===== src/rtl/swlf_pkg.sv =====
// ----------------------------------------------------------------------------
// swlf_pkg
// Shared constants and types of the sliding window line fit block.
// ----------------------------------------------------------------------------
package swlf_pkg;

	localparam int MAX_WINDOW_DEF  = 256;
	localparam int SAMPLE_BITS_DEF = 16;
	localparam int OUT_BITS        = 48;
	localparam int FRAC_BITS       = 16;
	localparam int SPAN_BITS       = 8;

	localparam logic [SPAN_BITS-1:0] SPAN_RESET = 8'd15;

	typedef enum logic [2:0] {
		ST_IDLE,
		ST_READ,
		ST_UPDATE,
		ST_MUL,
		ST_NUM,
		ST_DIV_A,
		ST_DIV_B,
		ST_EMIT
	} swlf_state_t;

endpackage


===== src/rtl/swlf_div.sv =====
// ----------------------------------------------------------------------------
// swlf_div
// Radix-2 restoring divider: round(num * 2^16 / den), ties away from zero,
// saturated to signed Q31.16. One quotient bit per cycle.
// ----------------------------------------------------------------------------
module swlf_div
	import swlf_pkg::*;
#(
	parameter int NUM_BITS = 40,
	parameter int DEN_BITS = 27
) (
	input  logic                       clk,
	input  logic                       arst_n,
	input  logic                       start,
	input  logic signed [NUM_BITS-1:0] num,
	input  logic        [DEN_BITS-1:0] den,
	output logic                       done,
	output logic        [OUT_BITS-1:0] quo
);

	localparam int DVW  = NUM_BITS + FRAC_BITS + 2;
	localparam int CNTW = $clog2(DVW + 1);

	logic                busy_q;
	logic                done_q;
	logic [CNTW-1:0]     cnt_q;
	logic [DVW-1:0]      dividend_q;
	logic [DEN_BITS:0]   dv_q;
	logic [DEN_BITS:0]   rem_q;
	logic [OUT_BITS-1:0] q_q;
	logic                ovf_q;
	logic                neg_q;

	logic [NUM_BITS-1:0] mag;
	logic [DEN_BITS+1:0] rem_sh;
	logic                qbit;
	logic [DEN_BITS+1:0] rem_sub;
	logic                big;

	assign mag     = (num < 0) ? NUM_BITS'(-num) : NUM_BITS'(num);
	assign rem_sh  = {rem_q, dividend_q[DVW-1]};
	assign qbit    = rem_sh >= {1'b0, dv_q};
	assign rem_sub = rem_sh - {1'b0, dv_q};

	always_ff @(posedge clk or negedge arst_n) begin
		if (!arst_n) begin
			busy_q <= 1'b0;
			done_q <= 1'b0;
			cnt_q  <= '0;
		end else begin
			done_q <= 1'b0;
			if (start) begin
				busy_q <= 1'b1;
				cnt_q  <= CNTW'(DVW);
			end else if (busy_q) begin
				cnt_q <= cnt_q - CNTW'(1);
				if (cnt_q == CNTW'(1)) begin
					busy_q <= 1'b0;
					done_q <= 1'b1;
				end
			end
		end
	end

	always_ff @(posedge clk) begin
		if (start) begin
			neg_q      <= num < 0;
			dividend_q <= DVW'({mag, {(FRAC_BITS + 1){1'b0}}}) + DVW'(den);
			dv_q       <= {den, 1'b0};
			rem_q      <= '0;
			q_q        <= '0;
			ovf_q      <= 1'b0;
		end else if (busy_q) begin
			dividend_q <= {dividend_q[DVW-2:0], 1'b0};
			rem_q      <= qbit ? rem_sub[DEN_BITS:0] : rem_sh[DEN_BITS:0];
			q_q        <= {q_q[OUT_BITS-2:0], qbit};
			ovf_q      <= ovf_q | q_q[OUT_BITS-1];
		end
	end

	// saturate at 2^47: clamp positive to max, negative to min
	assign big = ovf_q | q_q[OUT_BITS-1];

	always_comb begin
		if (neg_q) begin
			quo = big ? {1'b1, {(OUT_BITS - 1){1'b0}}} : -q_q;
		end else begin
			quo = big ? {1'b0, {(OUT_BITS - 1){1'b1}}} : q_q;
		end
	end

	assign done = done_q;

endmodule


===== config.mk =====
export PLATFORM = sky130hd
export DESIGN_NAME = swlf_div
export DESIGN_NICKNAME = d
export VERILOG_FILES = /design/src/rtl/swlf_pkg.sv /design/src/rtl/swlf_div.sv
export SDC_FILE = /design/constraint.sdc
export NUM_CORES = 1
export LEC_CHECK = 0
export BUFFER_PORTS_ARGS = -buffer_cell sky130_fd_sc_hd__buf_2
export CAP_MARGIN = 20
export CORE_ASPECT_RATIO = 1.25
export CORE_MARGIN = 1.5
export CORE_UTILIZATION = 59
export CTS_CLUSTER_DIAMETER = 60
export DETAILED_ROUTE_END_ITERATION = 10
export PLACE_DENSITY = 0.77
export SLEW_MARGIN = 15
export SYNTH_ARGS = -nofsm -noshare
export SYNTH_HDL_FRONTEND = slang
export SYNTH_SLANG_ARGS = --single-unit

===== constraint.sdc =====
create_clock -name clk -period 4.72 [get_ports clk]
set_clock_uncertainty 0.1 [all_clocks]
set_input_delay 0.944 -clock clk [delete_from_list [all_inputs] [get_ports clk]]
set_output_delay 0.944 -clock clk [all_outputs]
set_load 0.01 [all_outputs]

==> results by stage <==
Synthesis:
- The area fraction in and, or, nand and nor cells after synthesis is 0.182.
- The portion of netlist area occupied by mux cells is 0.104.
- The proportion of netlist area held by the largest area contributor is 0.225.
- The number of warnings printed during yosys synthesis is 0.
- The compound-gate portion of the synthesized area is 0.159.
- The largest family of logic cells by synthesized area is simple AND/OR/NAND/NOR gates.
- After technology mapping, the gate count stands at 1248.
- The fraction of synthesized cell area in xor and xnor cells is 0.0923.
- By area the synthesized netlist is led by edfxtp_1 (22%), dfxtp_1 (13%), mux2i_1 (5.4%), nor2_1 (5.3%), mux2_2 (5.0%).
- The average instance in the mapped netlist occupies 9.20 sq um.
- The predominant post-synthesis flop cell is edfxtp_1.
- Of all cell types, the one taking the most synthesized area is edfxtp_1.
- Of the total synthesized cell area, the portion taken by full adders, half adders and majority gates is 0.0481.
- The number of flip-flops and latches in the synthesized netlist is 171.
- The number of synthesized flops with an enable pin is 86.
- The netlist area before placement is 0.0115 sq mm.
- The sequential share of the synthesized area is 0.376.
- The async set-reset flop share out of synthesis is 0.0468.
- The number of distinct library cells after synthesis is 71.
- When the netlist entered floorplanning its net count stood at 1361.

Critical path:
- STA classifies the critical path startpoint as an input pin.
- For the worst setup path, the data required time is 4.80 ns.
- The biggest cell delay along the critical path is 0.66 ns.
- The worst setup path is of the input pin to register kind.
- STA puts the critical path data arrival time at 4.57 ns.
- The cell with the largest stage delay on the worst path is or4_1.
- Walking the worst path, the cells encountered are buf_2 -> inv_1 -> ha_1 -> or4b_1 -> or4_1 -> or3_1 -> a2111oi_2 -> a311oi_1 -> or4_4 -> nor4_2 -> xnor2_1 -> mux2_2.
- The worst setup path is captured at a register.
- Of all nets on the critical path, the largest fanout is 5.

Final layout:
- The number of antenna diodes in the final layout is 0.
- The count of filler cells inserted in the layout is 1530.
- Of the cells placed in the final design, the portion with a size suffix greater than 1 is 0.203.
- The relative area change from synthesis to final layout is 14.2%.
- The final net count is 1480.
- The post-layout utilization of the core is 0.693.
- After the flow finishes, the layout carries non-filler instances totaling 1612.

CTS:
- The number of buffers between clock root and the deepest sink is 2.
- The insertion delay of the later-clocked pin in the worst-skew pair is 0.43 ns.
- TritonCTS created 17 clock buffers.
- The clock drives 171 sinks.
- The clock-pin slew on the worst setup and hold paths is 0.07 ns.
- The number of buffers inserted to repair setup after CTS is 0.
- Clock tree synthesis selected as its root buffer the cell clkbuf_16.
- After clock tree synthesis, the repair step resized 0 gates.
- In this run the number of H-tree levels came out at 4.
- The CTS tree is done.
- The number of hold buffers added after CTS was 0.

Timing:
- The post-route worst hold slack is 0.253 ns.
- The relative slew slack is 0.359.
- In the finished design, the share of the clock period the worst path needs comes to 0.951.
- The worst path meets setup with 0.233 ns of slack.
- The final count of hold timing violations came to 0.
- The count of pins over their slew limit came to 0.
- The maximum operating frequency is 223 MHz.
- The clock period could shrink to 4.49 ns.
- Setup repair after global routing left no endpoint under its margin.
- The measured slew at the worst slew-check pin is 0.962 ns.
- The final number of setup-violating endpoints is 0.

Global route:
- For this run, the total global-route usage over all layers was measured as 0.257.
- The initial antenna violation count is 0.
- The pin count of the biggest net entering global routing is 65.
- The first global-routing pass estimated 43300 microns of wire.
- The total congestion overflow after global routing is 0.
- The number of global-route vias before repair is 9221.

Route:
- In this run, the number of DRC markers left after iteration 0 of detailed routing was 778.
- The post-detailed-route count of antenna-violating nets is 0.
- The routed wire length per instance is 16.0 microns.
- The count of unresolved DRC violations after routing is 0.
- Wires add up to 25700 microns.
- The number of detailed-route iterations in the first pass is 5.
- After detailed routing, the number of vias per cell comes to 6.02.
- Across all layers, the routed design uses 9709 vias.

Power and ir drop:
- The worst-case vdd ir drop is 0.000269 V.
- The overall power after layout is 4.76 mW.
- Dividing total power by cell area gives a power density of 363 mW/mm^2.
- The leakage component of the power is 5.89 nW.

Floorplanning:
- The area inside the core boundary is 0.0189 sq mm.
- The number of rows in the core area is 56.
- The width of the chip is 128 microns.
- Pin placement for this block handled 119 I/O pins.
- The die area is 0.0203 sq mm.
- The starting utilization of the core area is 0.607.
- The die outline height is 159 microns.

Status:
- The run finished with clean final reports.

Placed design:
- Prior to clock tree synthesis, the placed netlist has a worst setup slack of -0.288 ns.
- The count of buffers from port buffering is 118.
- At the end of routability-driven placement, the weighted congestion stood at 0.878.
- The HPWL after detailed placement is 18300 microns.
- The cell count after placement is 1580.

Min path:
- The class of the tightest hold or removal check is input pin to asynchronous set/reset pin.

Run:
- The max-cap check violation count is 0.
-- worst paths after layout --
| check | to | slack (ns) | cells after the start | start |
|---|---|---|---|---|
| setup reg to reg | rem_q[23] | 1.03 | 12 | dv_q[3] |
| hold reg to reg | ovf_q | 0.39 | 2 | ovf_q |
| min in group clk | ovf_q | 0.39 | 2 | ovf_q |
| setup / recovery | dividend_q[54] | 0.23 | 12 | num[1] |
| max in group asynchronous | busy_q | 4.06 | 1 | arst_n |
| hold / removal | cnt_q[3] | 0.25 | 1 | arst_n |
-- layout make-up --
type / instances / area (sq um) / share of cell area
Sequential cell: 171 / 4330 / 0.330
Tap cell: 232 / 290 / 0.0221
Clock inverter: 14 / 160 / 0.0122
Timing Repair Buffer: 169 / 980 / 0.0747
Multi-Input combinational cell: 965 / 6770 / 0.516
Clock buffer: 18 / 429 / 0.0327
Inverter: 43 / 161 / 0.0123
-- where the power goes --
group	internal (mW)	switching, mW
Sequential	1.75	0.0855
Combinational	0.675	0.831
Clock	0.794	0.629
Total	3.22	1.55
-- sequential cells by signal (all words and copies together), names as in the netlist --
name	cells
rem_q	28
busy_q	1
ovf_q	1
done	1
cnt_q	6
q_q	48
neg_q	1
dv_q	27
dividend_q	58
-- worst max-delay path: cells and delay by family --
kind                     cells  cell delay (ns)
AND/OR/NAND/NOR              5             2.41
adder cells (fa/ha/maj)      1             0.18
XOR/XNOR                     1             0.10
multiplexers                 1             0.26
buffers and inverters        2             0.18
AO/OA/AOI/OAI                2             0.50
-- per-layer routing --
metal / up-vias / wire, microns / global-route usage
li1: 4833 / - / -
met1: 4597 / 11300 / 0.321
met2: 249 / 13100 / 0.461
met3: 30 / 981 / 0.0380
met4: 0 / 322 / 0.0654
met5: - / 0 / 0
-- synth_stat cells, drive strengths merged (6+ instances only) --
library cell	count
xnor2	63
o21ai	48
nand2b	15
ha	41
o211ai	8
nor2	163
dfxtp	77
a21o	16
clkbuf	60
nand4	8
nand3	25
nor2b	18
o41ai	17
nand3b	7
or2	15
o311ai	6
nor3	29
or4	14
mux2i	62
o31ai	22
xor2	58
or3	17
a211oi	25
a31oi	10
dfrtp	8
a21oi	61
edfxtp	86
o21a	7
nand2	57
and3	9
inv	43
mux2	51
buf	9
nor4	16
-- kinds of logic after synthesis --
family / after synthesis
adder cells (fa/ha/maj): 43
buffers and inverters: 112
XOR/XNOR: 121
AND/OR/NAND/NOR: 418
flip-flops: 171
multiplexers: 113
AO/OA/AOI/OAI: 270
-- stage by stage --
step,instance area [sq um],setup TNS (ns)
2_1_floorplan,11500,0
3_3_place_gp,12500,-0.432
3_5_place_dp,12500,-1.71
4_1_cts,13100,0
5_1_grt,13100,0
6_report,13100,0
-- placed cells by master, fill, tap and decap left out, drive strengths merged, types with 22 or more instances in the layout --
master and instances:
a21oi 61, mux2 51, buf 169, nor2 163, xor2 58, o21ai 48
nand3 25, inv 49, edfxtp 86, xnor2 63, mux2i 62, nor3 29
a211oi 25, o31ai 22, dfxtp 77, nand2 57, ha 41
Note: power is estimated with default switching activity, not from simulation.
